--- src/sv/tsp_pkg.sv ---
package tsp_pkg;

   localparam int unsigned TS_LEN = 19;
   localparam int unsigned POS_SAT = 20;

   localparam logic [7:0] CHAR_SLASH = 8'h2F;
   localparam logic [7:0] CHAR_DASH = 8'h2D;
   localparam logic [7:0] CHAR_COLON = 8'h3A;
   localparam logic [7:0] CHAR_ZERO = 8'h30;
   localparam logic [7:0] CHAR_NINE = 8'h39;
   localparam logic [7:0] CHAR_NONE = 8'h00;

   localparam logic [13:0] YEAR_MIN_RESET = 14'd2000;
   localparam logic [13:0] YEAR_MAX_RESET = 14'd2050;

   // csr register index (byte address bit 2)
   localparam logic CSR_YEAR_MIN = 1'b0;
   localparam logic CSR_YEAR_MAX = 1'b1;

   typedef enum logic [2:0] {
      ST_OK    = 3'd0,
      ST_LEN   = 3'd1,
      ST_SEP   = 3'd2,
      ST_DIGIT = 3'd3,
      ST_RANGE = 3'd4
   } status_type;

   typedef enum logic [2:0] {
      FLD_YEAR   = 3'd0,
      FLD_MONTH  = 3'd1,
      FLD_DAY    = 3'd2,
      FLD_HOUR   = 3'd3,
      FLD_MINUTE = 3'd4,
      FLD_SECOND = 3'd5
   } field_type;

   typedef struct packed {
      logic [7:0] char_code;
      logic       last_char;
   } item_type;

   typedef struct packed {
      logic [13:0] year_min;
      logic [13:0] year_max;
   } cfg_type;

   typedef struct packed {
      status_type  status;
      logic [13:0] year;
      logic [6:0]  month;
      logic [6:0]  day;
      logic [6:0]  hour;
      logic [6:0]  minute;
      logic [6:0]  second;
   } result_type;

   // separator expected at a position, CHAR_NONE for a digit slot
   function automatic logic [7:0] sep_at(input logic [4:0] pos);
      logic [7:0] s;
      unique case (pos)
         5'd4, 5'd7: s = CHAR_SLASH;
         5'd10:      s = CHAR_DASH;
         5'd13, 5'd16: s = CHAR_COLON;
         default:    s = CHAR_NONE;
      endcase
      return s;
   endfunction

   function automatic field_type field_at(input logic [4:0] pos);
      field_type f;
      priority if (pos < 5'd5) f = FLD_YEAR;
      else if (pos < 5'd8) f = FLD_MONTH;
      else if (pos < 5'd11) f = FLD_DAY;
      else if (pos < 5'd14) f = FLD_HOUR;
      else if (pos < 5'd17) f = FLD_MINUTE;
      else f = FLD_SECOND;
      return f;
   endfunction

   function automatic logic [13:0] field_min(input field_type k);
      logic [13:0] v;
      unique case (k)
         FLD_MONTH, FLD_DAY: v = 14'd1;
         default:            v = 14'd0;
      endcase
      return v;
   endfunction

   function automatic logic [13:0] field_max(input field_type k);
      logic [13:0] v;
      unique case (k)
         FLD_MONTH:              v = 14'd12;
         FLD_DAY:                v = 14'd31;
         FLD_HOUR:               v = 14'd23;
         FLD_MINUTE, FLD_SECOND: v = 14'd59;
         default:                v = 14'd0;
      endcase
      return v;
   endfunction

endpackage

--- src/sv/tsp_csr.sv ---
module tsp_csr (
   input  logic              clock,
   input  logic              reset,
   input  logic              csr_psel,
   input  logic              csr_penable,
   input  logic              csr_pwrite,
   input  logic [2:0]        csr_paddr,
   input  logic [31:0]       csr_pwdata,
   output logic [31:0]       csr_prdata,
   output logic              csr_pready,
   output tsp_pkg::cfg_type  cfg
);
   import tsp_pkg::*;

   logic [13:0] year_min_ff;
   logic [13:0] year_max_ff;
   logic [13:0] year_min_in;
   logic [13:0] year_max_in;
   logic        wr_en;
   logic        reg_sel;

   assign wr_en = csr_psel && csr_penable && csr_pwrite;
   assign reg_sel = csr_paddr[2];

   always_comb begin
      year_min_in = year_min_ff;
      year_max_in = year_max_ff;
      if (wr_en) begin
         unique case (reg_sel)
            CSR_YEAR_MIN: year_min_in = csr_pwdata[13:0];
            CSR_YEAR_MAX: year_max_in = csr_pwdata[13:0];
            default: ;
         endcase
      end
   end

   always_ff @(posedge clock) begin
      if (reset) begin
         year_min_ff <= YEAR_MIN_RESET;
         year_max_ff <= YEAR_MAX_RESET;
      end else begin
         year_min_ff <= year_min_in;
         year_max_ff <= year_max_in;
      end
   end

   always_comb begin
      unique case (reg_sel)
         CSR_YEAR_MIN: csr_prdata = {18'd0, year_min_ff};
         CSR_YEAR_MAX: csr_prdata = {18'd0, year_max_ff};
         default:      csr_prdata = 32'd0;
      endcase
   end

   assign csr_pready = 1'b1;
   assign cfg.year_min = year_min_ff;
   assign cfg.year_max = year_max_ff;

endmodule

--- src/sv/tsp_parse_core.sv ---
module tsp_parse_core (
   input  logic                 clock,
   input  logic                 reset,
   input  logic                 step_en,
   input  tsp_pkg::item_type    item,
   input  tsp_pkg::cfg_type     cfg,
   output tsp_pkg::result_type  result
);
   import tsp_pkg::*;

   logic [4:0]  pos_ff;
   logic [13:0] acc_ff;
   logic [13:0] year_ff;
   logic [6:0]  fv_ff [1:5];
   status_type  err_ff;
   logic        bad_ff;

   logic [4:0]  pos_in;
   logic [13:0] acc_in;
   logic [13:0] year_in;
   logic [6:0]  fv_in [1:5];
   status_type  err_in;
   logic        bad_in;

   logic [7:0]  sep;
   field_type   fld;
   logic        is_digit;
   logic [13:0] acc_mul;
   logic [13:0] acc_step;
   logic        bad_step;
   logic        fin;
   logic        sep_ok;
   logic        wr;
   logic [13:0] lo;
   logic [13:0] hi;
   status_type  st;

   assign sep = sep_at(pos_ff);
   assign fld = field_at(pos_ff);
   assign is_digit = (item.char_code >= CHAR_ZERO) && (item.char_code <= CHAR_NINE);
   // acc * 10 + digit, kept to 14 bits
   assign acc_mul = {acc_ff[10:0], 3'b000} + {acc_ff[12:0], 1'b0}
                    + {10'd0, item.char_code[3:0]};
   assign lo = (fld == FLD_YEAR) ? cfg.year_min : field_min(fld);
   assign hi = (fld == FLD_YEAR) ? cfg.year_max : field_max(fld);

   always_comb begin
      acc_step = acc_ff;
      bad_step = bad_ff;
      fin      = 1'b0;
      sep_ok   = 1'b1;
      if (pos_ff < 5'(TS_LEN)) begin
         if (sep != CHAR_NONE) begin
            fin    = 1'b1;
            sep_ok = (item.char_code == sep);
         end else begin
            if (is_digit) acc_step = acc_mul;
            else bad_step = 1'b1;
            // last field has no separator, close it on its final digit
            if (pos_ff == 5'(TS_LEN - 1)) fin = 1'b1;
         end
      end
   end

   always_comb begin
      err_in = err_ff;
      wr     = 1'b0;
      if (fin && (err_ff == ST_OK)) begin
         priority if (!sep_ok) err_in = ST_SEP;
         else if (bad_step) err_in = ST_DIGIT;
         else if ((acc_step < lo) || (acc_step > hi)) err_in = ST_RANGE;
         else wr = 1'b1;
      end
      acc_in = fin ? 14'd0 : acc_step;
      bad_in = fin ? 1'b0 : bad_step;
      pos_in = (pos_ff < 5'(POS_SAT)) ? pos_ff + 5'd1 : pos_ff;
      year_in = (wr && (fld == FLD_YEAR)) ? acc_step : year_ff;
      for (int i = 1; i <= 5; i++) begin
         fv_in[i] = (wr && (fld == field_type'(i))) ? acc_step[6:0] : fv_ff[i];
      end
   end

   always_comb begin
      st = (pos_in != 5'(TS_LEN)) ? ST_LEN : err_in;
      result.status = st;
      result.year   = (st == ST_OK) ? year_in : 14'd0;
      result.month  = (st == ST_OK) ? fv_in[1] : 7'd0;
      result.day    = (st == ST_OK) ? fv_in[2] : 7'd0;
      result.hour   = (st == ST_OK) ? fv_in[3] : 7'd0;
      result.minute = (st == ST_OK) ? fv_in[4] : 7'd0;
      result.second = (st == ST_OK) ? fv_in[5] : 7'd0;
   end

   always_ff @(posedge clock) begin
      if (reset || (step_en && item.last_char)) begin
         pos_ff  <= 5'd0;
         acc_ff  <= 14'd0;
         year_ff <= 14'd0;
         for (int i = 1; i <= 5; i++) fv_ff[i] <= 7'd0;
         err_ff  <= ST_OK;
         bad_ff  <= 1'b0;
      end else if (step_en) begin
         pos_ff  <= pos_in;
         acc_ff  <= acc_in;
         year_ff <= year_in;
         for (int i = 1; i <= 5; i++) fv_ff[i] <= fv_in[i];
         err_ff  <= err_in;
         bad_ff  <= bad_in;
      end
   end

endmodule

--- src/sv/timestamp_text_parser.sv ---
// path: the last character of a string passes the input register, then the result
//    register, before its result is offered
// throughput: one character per cycle unless a closing character waits for room in the
//    result register; the result register frees the parse stage as soon as a waiting result is taken
// reset (synchronous): parse state cleared, no result pending,
//    year_min = 2000, year_max = 2050
module timestamp_text_parser (
   input  logic        clock,
   input  logic        reset,
   input  logic        req_valid,
   output logic        req_stall,
   input  logic [7:0]  req_char_code,
   input  logic        req_last_char,
   output logic        rsp_valid,
   input  logic        rsp_stall,
   output logic [2:0]  rsp_status,
   output logic [13:0] rsp_year,
   output logic [6:0]  rsp_month,
   output logic [6:0]  rsp_day,
   output logic [6:0]  rsp_hour,
   output logic [6:0]  rsp_minute,
   output logic [6:0]  rsp_second,
   input  logic        csr_psel,
   input  logic        csr_penable,
   input  logic        csr_pwrite,
   input  logic [2:0]  csr_paddr,
   input  logic [31:0] csr_pwdata,
   output logic [31:0] csr_prdata,
   output logic        csr_pready
);
   import tsp_pkg::*;

   cfg_type    cfg;
   item_type   s1_item_ff;
   logic       s1_valid_ff;
   logic       s1_valid_in;
   logic       s1_adv;
   result_type core_res;
   result_type rsp_ff;
   logic       rsp_valid_ff;
   logic       rsp_valid_in;
   logic       out_free;
   logic       req_accept;

   tsp_csr u_csr (
      .clock       (clock),
      .reset       (reset),
      .csr_psel    (csr_psel),
      .csr_penable (csr_penable),
      .csr_pwrite  (csr_pwrite),
      .csr_paddr   (csr_paddr),
      .csr_pwdata  (csr_pwdata),
      .csr_prdata  (csr_prdata),
      .csr_pready  (csr_pready),
      .cfg         (cfg)
   );

   tsp_parse_core u_core (
      .clock   (clock),
      .reset   (reset),
      .step_en (s1_adv),
      .item    (s1_item_ff),
      .cfg     (cfg),
      .result  (core_res)
   );

   assign out_free = !rsp_valid_ff || !rsp_stall;
   // only the last character needs room in the result register
   assign s1_adv = s1_valid_ff && (!s1_item_ff.last_char || out_free);
   assign req_stall = s1_valid_ff && !s1_adv;
   assign req_accept = req_valid && !req_stall;

   always_comb begin
      s1_valid_in = req_accept ? 1'b1 : (s1_adv ? 1'b0 : s1_valid_ff);
      if (s1_adv && s1_item_ff.last_char) rsp_valid_in = 1'b1;
      else if (!rsp_stall) rsp_valid_in = 1'b0;
      else rsp_valid_in = rsp_valid_ff;
   end

   always_ff @(posedge clock) begin
      if (reset) begin
         s1_valid_ff  <= 1'b0;
         rsp_valid_ff <= 1'b0;
      end else begin
         s1_valid_ff  <= s1_valid_in;
         rsp_valid_ff <= rsp_valid_in;
      end
   end

   always_ff @(posedge clock) begin
      if (req_accept) begin
         s1_item_ff.char_code <= req_char_code;
         s1_item_ff.last_char <= req_last_char;
      end
      if (s1_adv && s1_item_ff.last_char) rsp_ff <= core_res;
   end

   assign rsp_valid  = rsp_valid_ff;
   assign rsp_status = rsp_ff.status;
   assign rsp_year   = rsp_ff.year;
   assign rsp_month  = rsp_ff.month;
   assign rsp_day    = rsp_ff.day;
   assign rsp_hour   = rsp_ff.hour;
   assign rsp_minute = rsp_ff.minute;
   assign rsp_second = rsp_ff.second;

endmodule

--- config.mk ---
export PLATFORM = sky130hd
export DESIGN_NAME = timestamp_text_parser
export DESIGN_NICKNAME = d
export VERILOG_FILES = /design/src/sv/tsp_pkg.sv /design/src/sv/tsp_csr.sv /design/src/sv/tsp_parse_core.sv /design/src/sv/timestamp_text_parser.sv
export SDC_FILE = /design/constraint.sdc
export NUM_CORES = 1
export LEC_CHECK = 0
export BUFFER_PORTS_ARGS = -buffer_cell sky130_fd_sc_hd__clkbuf_2
export CAP_MARGIN = 20
export CORE_MARGIN = 2
export CORE_UTILIZATION = 34
export DETAILED_ROUTE_END_ITERATION = 16
export PLACE_DENSITY = 0.66
export RECOVER_POWER = 100
export SKIP_CTS_REPAIR_TIMING = 1
export SYNTH_ARGS = -nofsm -noshare
export SYNTH_HDL_FRONTEND = slang
export SYNTH_SLANG_ARGS = --single-unit
export TNS_END_PERCENT = 10
--- constraint.sdc ---
create_clock -name clock -period 4.9 [get_ports clock]
set_clock_uncertainty 0.15 [all_clocks]
set_input_delay 0.245 -clock clock [delete_from_list [all_inputs] [get_ports clock]]
set_output_delay 0.245 -clock clock [all_outputs]
set_load 0.02 [all_outputs]
== After elaboration in Yosys (flattened, before gate mapping) ==
Memory sizes are Yosys's and may differ from the RTL's.
Index checks and enable logic that the tools add are counted.
Widths: inputs -> output; s select.
Storage, ports and cells
  bits in writable memories: 35
  input port bits: 51
  latch bits: 0
  memory bits (read-only): 0
  logic and storage cells: 141
  memories: 1
  register bits after elaboration: 128
  output and inout port bits: 87
Memory list
  u_core.fv_ff: depth 5, bits a word 7, rd ports 5, clocked after memory_dff 0, wr ports 5, RTL line tsp_parse_core.sv:14  | logic [6:0] fv_ff [1:5];
Cells by class
  order comparisons: 11
  multiplexer cells: 54
  add/sub/neg operators: 3
  bitwise gates (word level): 6
  shift-type cells: 0
  divide/modulo/power cells: 0
  equal/unequal tests: 14
  multiply operators: 0
  reduce and logical (&&, ||, !) cells: 34
Operator list (count)
  $mux 14: 7
  $mux 7: 10
  $pmux 32 s2: 1
  $mux 3: 9
  $mux 1: 24
  $pmux 6 s4: 1
  $pmux 6 s3: 1
  $lt 5x4->1 const B: 3
  $lt 5x5->1 const B: 3
  $add 14x14->14: 1
  $add 14x4->14: 1
  $gt 14x14->1: 1
  $logic_and 1x1->1: 14
  $lt 14x14->1: 1
  $eq 5x3->1 const B: 2
  $eq 5x4->1 const B: 2
  $eq 5x5->1 const B: 2
  $logic_not 3->1: 3
  $eq 8x6->1: 1
  $ge 8x6->1 const B: 1
  $le 8x6->1 const B: 1
  $reduce_bool 8->1: 1
  $reduce_or 2->1: 4
  $eq 3x2->1 const B: 2
  other kinds (13): 26

== Logic depth before layout (Yosys ltp) ==
Gate-level depths: netlist (run 1).
  depth in word-level cells: 19
  mapped depth: 24
  depth with buffers taken out: 20

== Cells and area by module ==
Synthesis (run 1) repeated with hierarchy kept, for this count alone.
Second synthesis, totals
  cells, all modules: 914
  area, all modules: 9146.3 sq um
Modules (own cells, without submodules)
  tsp_parse_core: area an instance 5708.0 sq um, instances 1, cells an instance 686
  timestamp_text_parser: area an instance 1924.3 sq um, instances 1, cells an instance 74
  tsp_csr: area an instance 1514.0 sq um, instances 1, cells an instance 154

== Worst setup path before layout (run 1) ==
OpenSTA, ideal clock, no wires.
  path kind: reg-to-reg
  start: register u_core.pos_ff[1]
  end: register rsp_ff (netlist bit rsp_day[5]) (data pin)
  period minus slack after synthesis: 5.268 ns
  arrival: 4.982 ns
  cell stages (with the launch flop): 24
  slack: -0.368 ns
  required time: 4.613 ns
  path through: dfxtp_1 > clkbuf_1 > inv_1 > ha_1 > and2_1 > a32oi_2 > o211ai_1 > or2_2 > clkbuf_1 > clkbuf_1 > o21ai_0 > ha_1 > a211o_1 > a21oi_1 > a221oi_1 > a21oi_1 > o31a_1 > clkbuf_1 > a21boi_1 > or4b_1 > clkbuf_1 > buf_6 > buf_6 > nor2_2
Between the ends
  word-level cells in the longest chain between the ends: 18
  elaborated cells on any way between the ends: 63
  those cells by class: add/sub (1); order compare (9); eq/ne (13); mux (30); reduce/logical (10)
RTL lines
  from (decl): RTL line tsp_parse_core.sv:11  | logic [4:0] pos_ff;
  from (signal assigned): RTL line tsp_parse_core.sv:103  | pos_ff <= pos_in;
  $lt 5x5->1: RTL line tsp_pkg.sv:75  | else if (pos < 5'd17) f = FLD_MINUTE;
  $mux 1: RTL line tsp_pkg.sv:75
  $mux 3: RTL line tsp_pkg.sv:74  | else if (pos < 5'd14) f = FLD_HOUR;
  $mux 3: RTL line tsp_pkg.sv:73  | else if (pos < 5'd11) f = FLD_DAY;
  $mux 3: RTL line tsp_pkg.sv:72  | else if (pos < 5'd8) f = FLD_MONTH;
  $mux 3: RTL line tsp_pkg.sv:71  | priority if (pos < 5'd5) f = FLD_YEAR;
  $eq 3x3->1 (tied with other cells): RTL line tsp_pkg.sv:91  | unique case (k)
  $reduce_or 2->1 (on tied branches): RTL line tsp_pkg.sv:91, tsp_pkg.sv:82
  [2 not listed]
  $gt 14x14->1 / $lt 14x14->1 (equally long branches): RTL line tsp_parse_core.sv:71  | else if ((acc_step < lo) || (acc_step > hi)) err_in = ST_RANGE;
  $logic_or 1x1->1: RTL line tsp_parse_core.sv:71
  $mux 3 / $mux 1 (equally long branches): RTL line tsp_parse_core.sv:71
  $mux 3 / $mux 1 (equally long branches): RTL line tsp_parse_core.sv:70  | else if (bad_step) err_in = ST_DIGIT;
  $mux 3 / $mux 1 (equally long branches): RTL line tsp_parse_core.sv:69  | priority if (!sep_ok) err_in = ST_SEP;
  $mux 3 / $mux 1 (equally long branches): RTL line tsp_parse_core.sv:68  | if (fin && (err_ff == ST_OK)) begin
  $mux 3 / $logic_and 1x1->1 (equally long branches): RTL line tsp_parse_core.sv:84, tsp_parse_core.sv:79
  $logic_not 3->1 / $mux 7 (equally long branches): RTL line tsp_parse_core.sv:88, tsp_parse_core.sv:79
  to (signal assigned): RTL line timestamp_text_parser.sv:95  | if (s1_adv && s1_item_ff.last_char) rsp_ff <= core_res;
  to (decl): RTL line timestamp_text_parser.sv:39  | result_type rsp_ff;
Several ways; a longest one is shown, not always the timed one.
A chain may end at the register's enable or synchronous reset.

== Worst setup path after layout (run 1) ==
  start: register s1_item_ff[4] (netlist name)
  end: register rsp_ff (netlist bit rsp_second[6]) (data pin)
Between the ends
  word-level cells in the longest chain between the ends: 13
  elaborated cells on any way between the ends: 28
  those cells by class: add/sub (1); order compare (4); eq/ne (1); mux (18); reduce/logical (4)
RTL lines
  from (decl): RTL line timestamp_text_parser.sv:34  | item_type s1_item_ff;
  branches (longest 13 deep; another with $add 14x4->14)
Parallel ways; which one is timed is not known.

==> results of run 1 <==
## layer usage
metal,GRT usage (%),routed length (µm)
met4,5.51,294
met5,0,0
met1,21.7,10100
met2,23.5,10400
met3,3.37,1140
## registers in the layout (all words and copies together), names as in the netlist
| name | flops |
|---|---|
| u_csr.year_max_ff | 14 |
| s1_valid_ff | 1 |
| s1_item_ff | 9 |
| u_core.acc_ff | 14 |
| u_core.fv_ff | 35 |
| u_core.year_ff | 14 |
| rsp_month | 7 |
| rsp_second | 7 |
| u_core.bad_ff | 1 |
| rsp_day | 7 |
| rsp_status | 3 |
| u_core.pos_ff | 5 |
| u_csr.year_min_ff | 14 |
| rsp_minute | 7 |
| rsp_valid | 1 |
| u_core.err_ff | 3 |
| rsp_year | 14 |
| rsp_hour | 7 |
## kinds of logic (layout without fill, tap and decap cells)
family,after synthesis,after routing
compound gates,163,163
xor+xnor,6,6
fa+ha+maj,55,55
buf+inv,85,252
flops,163,163
mux,64,64
other cells,2,19
simple gates,300,300
## stage by stage
stage | worst slack, ns | util [%] | hold slack [ns] | setup TNS, ns | power [mW]
floorplan | 0.0276 | - | 0.194 | 0 | 1.66
global placement | -0.349 | 39.6 | 0.274 | -25.40 | 1.71
detailed placement | -0.401 | 39.6 | 0.274 | -28.92 | 1.71
CTS | -0.460 | 42.0 | -0.180 | -34.12 | 3.05
global route | -0.426 | 45.3 | 0.341 | -30.96 | 3.17
finish | -0.176 | 45.3 | 0.287 | -7.41 | 3.07
## power breakdown
| group | internal, mW | switching [mW] |
|---|---|---|
| clock network | 0.743 | 0.612 |
| logic | 0.0783 | 0.132 |
| registers | 1.48 | 0.0213 |
| total | 2.30 | 0.766 |
## cells in the final DEF (no fill, tap or decap), drive strengths merged, types with 8 or more instances in the layout
master,netlist,layout
a21o,10,10
a21oi,47,47
a22o,27,27
buf,31,60
clkbuf,29,127
conb,2,19
dfxtp,67,67
dlygate4sd3,0,26
edfxtp,96,96
ha,53,53
inv,25,34
mux2,15,15
mux2i,49,49
nand2,111,111
nand3,9,9
nand3b,8,8
nand4,14,14
nor2,125,125
o21ai,30,30
## layout make-up
type                            count  area [µm²]
Multi-Input combinational cell    607        4400
Fill cell                        2273       13400
Inverter                           25        93.8
Clock buffer                       18         439
Tap cell                          324         405
Clock inverter                     14         163
Timing Repair Buffer              195        1350
Sequential cell                   163        4220
## path summary, 6_finish.rpt
path,depth (start not counted),slack [ns],to
setup / recovery,19,-0.18,rsp_second[6]
hold reg to reg,2,0.33,u_csr.year_min_ff[5]
setup reg to reg,19,-0.18,rsp_second[6]
hold / removal,5,0.29,u_csr.year_max_ff[4]
## critical path: stages, from the launching register on
cell	delay [ns]
edfxtp_1	0.43
inv_2	0.10
fa_2	0.47
fa_2	0.41
nor2b_2	0.14
o31ai_1	0.10
a21oi_1	0.24
o21ai_2	0.10
a211oi_2	0.30
o21a_1	0.17
o31ai_2	0.07
buf_4	0.14
ha_1	0.29
nand4_1	0.16
o31ai_1	0.27
o31a_1	0.32
a21boi_2	0.11
or4b_4	0.63
clkbuf_16	0.23
nor2_2	0.10
==> flow_summary.yaml, run 1 <==
layout:
  drive_gt1_share_pct: 22.9
  final_nets: 1115
  area.growth.synth_to_final_pct: 30.3
  fin_cells: 1346
  n_antenna_cell: 0
  final_area_um2: 11100
drt:
  dr.pass1.iters: 5
  drt-wirelength-per-cell_um: 16.3
  drcViolationCount: 0
  num_vias: 6823
  drt_iter0_markers: 507
  via_per_inst: 5.07
  routed_wl_um: 21900
  ant_nets: 0
grt:
  grtUsageTotal_pct: 15.5
  antenna_found_initial: 0
  grt_pass1_vias: 6204
  grt_overflow: 0
  grt_pass1_wl_um: 32200
  grt_max_degree: 50
placed_design:
  io_buffers: 98
  gp_congestion: 0.885
  dp_hpwl_um: 14700
  placed_cells: 1275
  placed_area_um2: 9680
clocking:
  clockBufferDepth: 2
  cts.sinks: 163
  cts_made_buffers: 17
  path_clk_slew_ns: 0.07
  h-tree-depth: 4
  tritoncts: "built"
  cts-root-buf: "clkbuf_16"
  clk_latency_ns: 0.44
synth:
  synth-seq-cells: 163
  syn_inst: 838
  synth_top_area_share_pct: 33.9
  synth_common_cells: "nor2_1 (114), nand2_1 (111), edfxtp_1 (96), dfxtp_1 (67), ha_1 (53)"
  syn_area_per_cell_um2: 10.1
  yosys.area.top_type: "edfxtp_1"
  yosysMostFrequentCell: "nor2_1"
  synth_compound_area_share_pct: 13.1
  synth_enable_flop_cells: 96
  synth_top_family_by_area: "simple AND/OR/NAND/NOR gates"
  yosysWarnings: 0
  synth-main-ff-cell: "edfxtp_1"
  yosys.area_share.simple_pct: 15.5
  synthAdderAreaFrac_pct: 8.27
  synth_xor_area_share_pct: 0.618
  syn-cell-area_um2: 8500
  synth.area.top_cells: "edfxtp_1 (34%), dfxtp_1 (16%), ha_1 (7.8%)"
  synth_mux_area_share_pct: 7.76
  async_reset_ff_share_pct: 0
  synth-seq-area-share_pct: 49.7
  synth_cell_types: 65
hold_path:
  holdCritStartpoint: "csr_penable"
  hold_class: "in2reg"
floorplan:
  io_pins: 138
  row_count: 57
  coreArea_um2: 24500
  die-area_um2: 26300
  initial_core_util_pct: 34.7
  die_w_um: 162
  die_h_um: 162
power:
  power_density_nw_per_um2: 277
  p_leak_nw: 4.37
  vdd_drop_max_uv: 214
sta:
  worst_pin_slew_ns: 1.85
  fin_crit_ns: 5.08
  period_share_pct: 104
  fin_ws_ns: -0.176
  fmax_ghz: 0.197
  relSlewSlack_pct: -23.7
  slew_viol_final: 59
  setup_violations: 60
  rsz0062_at_grt: "true"
  hold_violations: 0
worst_setup_path:
  rr_startpoint: "s1_item_ff[4]"
  crit_start: "s1_item_ff[4]"
  worstPathArrival_ns: 5.23
  worstPathRequired_ns: 5.05
  worst-setup-path-type: "reg2reg"
  worstPathMaxFanout: 7
  endpoint_kind: "flop"
  startpoint_type: "flop"
run_status:
  status: "finished with violations"
  failed_checks: "max-capacitance violations, max-slew violations, negative setup slack"
run:
  maxCapViolCount: 2
Power figures use the tool's default switching activity.
==> run 2: changes to the inputs <==
CELL_PAD_IN_SITES_DETAIL_PLACEMENT = 0   (was not set)
CELL_PAD_IN_SITES_GLOBAL_PLACEMENT = 2   (was not set)
PLACE_DENSITY = 0.87   (was 0.66)
clock period = 5.3 ns   (was 4.9 ns; I/O delays follow)
==> run 2 against run 1 <==
Net effect: wire length is 0.62% lower; sequential share of layout area up 2.0 points; worst setup slack improved by 0.40 ns; hold slack worse by 0.33 ns; critical path type unchanged; count of clock-buffer cells in the layout is 1 lower; via count shrank 3.8%; the flow finishes with violations (negative hold slack, max-capacitance violations, max-slew violations); non-clock buffer count shrank 21; register-to-register slack better by 0.40 ns; core utilization down 2.3 points.
==> flow_summary.yaml, run 2 (synthesis results as in run 1) <==
worst_setup_path:
  cpMostUsedCell: "a21o_1"
  slowest_delay_ns: 0.60
  path_cells: "inv_1 > fa_1 > inv_1 > ha_1 > a211oi_2 > o21ai_2 > a21oi_2 > o21ai_1 > a21oi_1 > xor2_1 > o21ai_2 > buf_4 > ha_1 > a21o_1 > a21o_1 > a21oi_2 > o2111ai_1 > a21o_1 > buf_4 > and4_1 > buf_12 > mux2i_1 > nor2_1"
  path_buf_inv: 5
  worstPathMaxFanout: 7
  endpoint_kind: "flop"
  worstPathArrival_ns: 5.09
  worst-setup-path-type: "reg2reg"
  critPathTopFamily: "compound AO/OA/AOI/OAI gates"
  startpoint_type: "flop"
  slowest_stage: "fa_1"
  worstPathRequired_ns: 5.32
layout:
  ff_latch_area_um2: 4220
  fin_cells: 1325
  largest-register: "u_core.fv_ff"
  fill_cells: 2426
  final_cell_mix: "nor2_1 (112), nand2_1 (111), edfxtp_1 (96), clkbuf_1 (79), dfxtp_1 (67)"
  drive_gt1_share_pct: 17.0
  n_antenna_cell: 0
  multi_input_area_um2: 4130
  largest_reg_flops: 35
  final_common_cell: "nor2_1"
  postLayoutCoreUtil_pct: 43.0
  final_nets: 1094
  area.growth.synth_to_final_pct: 23.7
sta:
  fin_hold_ws_ns: -0.0423
  setup_violations: 0
  fin_crit_ns: 5.07
  hold_violations: 1
  rsz0062_at_grt: "true"
  period_share_pct: 95.7
  worst_pin_slew_ns: 2.94
  slew_viol_final: 89
  relSlewSlack_pct: -96.2
  fmax_ghz: 0.197
grt:
  grt_max_degree: 53
  grt_pass1_wl_um: 33200
  antenna_found_initial: 0
  grtUsageTotal_pct: 16.2
  grt_pass1_vias: 6256
  grt_overflow: 0
power:
  power_density_nw_per_um2: 263
  vdd_drop_max_uv: 151
  p_leak_nw: 4.19
clocking:
  cts.sinks: 163
  tritoncts: "built"
  clk_latency_ns: 0.43
  clockBufferDepth: 2
  cts_made_buffers: 17
  path_clk_slew_ns: 0.07
  h-tree-depth: 4
  cts-root-buf: "clkbuf_16"
placed_design:
  io_buffers: 98
  placed_cells: 1266
  gp_congestion: 0.845
  dp_hpwl_um: 15300
floorplan:
  io_pins: 138
  die-area_um2: 26300
  row_count: 57
  initial_core_util_pct: 34.7
  die_h_um: 162
  coreArea_um2: 24500
  die_w_um: 162
drt:
  num_vias: 6561
  dr.pass1.iters: 5
  via_per_inst: 4.95
  ant_nets: 0
  routed_wl_um: 21800
  drt_iter0_markers: 388
  drcViolationCount: 0
  drt-wirelength-per-cell_um: 16.4
run:
  maxCapViolCount: 2
run_status:
  failed_checks: "negative hold slack, max-capacitance violations, max-slew violations"
  status: "finished with violations"
hold_path:
  hold_class: "in2reg"
run 2: worst min-delay path, cell delays in order:
cell	delay [ns]
clkbuf_2	0.11
a21oi_1	0.06
nor2_1	0.07
run 2: through the flow:
| stage | area (µm²) | hold WS, ns | total power [mW] | setup TNS, ns | setup WS (ns) |
|---|---|---|---|---|---|
| after floorplan | 8560 | 0.214 | 1.53 | 0 | 0.0316 |
| after global placement | 9580 | 0.296 | 1.58 | -6.18 | -0.130 |
| after detailed placement | 9580 | 0.295 | 1.58 | -13.67 | -0.254 |
| after CTS | 10200 | -0.158 | 2.77 | -18.44 | -0.307 |
| after global routing | 10500 | 0.0155 | 2.86 | -0.701 | -0.0290 |
| final | 10500 | -0.0423 | 2.77 | 0 | 0.227 |
run 2: report_power, final:
part           switching (mW)  total, mW  internal (mW)
clock                   0.571       1.19          0.623
combinational           0.119      0.183         0.0636
sequential             0.0186       1.39           1.37
run 2: final cells by class:
class,instances,share of cell area [%]
clock buffer,17,4.04
clock inverter,15,1.38
inverter,25,0.892
multi-input combinational,607,39.2
sequential,163,40.2
tap,324,3.85
timing repair buffer,174,10.4
run 2: final timing paths:
path                             start                   end  cells after the start  slack, ns
setup / recovery      u_core.acc_ff[2]   u_core.fv_ff[0][20]                     23       0.23
hold / removal               rsp_stall             rsp_valid                      3      -0.04
setup reg to reg      u_core.acc_ff[2]   u_core.fv_ff[0][20]                     23       0.23
hold reg to reg   u_csr.year_max_ff[6]  u_csr.year_max_ff[6]                      2       0.32
run 2: metal layers:
metal | track usage [%] | share of wire, %
met1 | 22.4 | 47
met2 | 26.4 | 48
met3 | 2.94 | 3.9
met4 | 4.14 | 1.1
met5 | 0 | 0
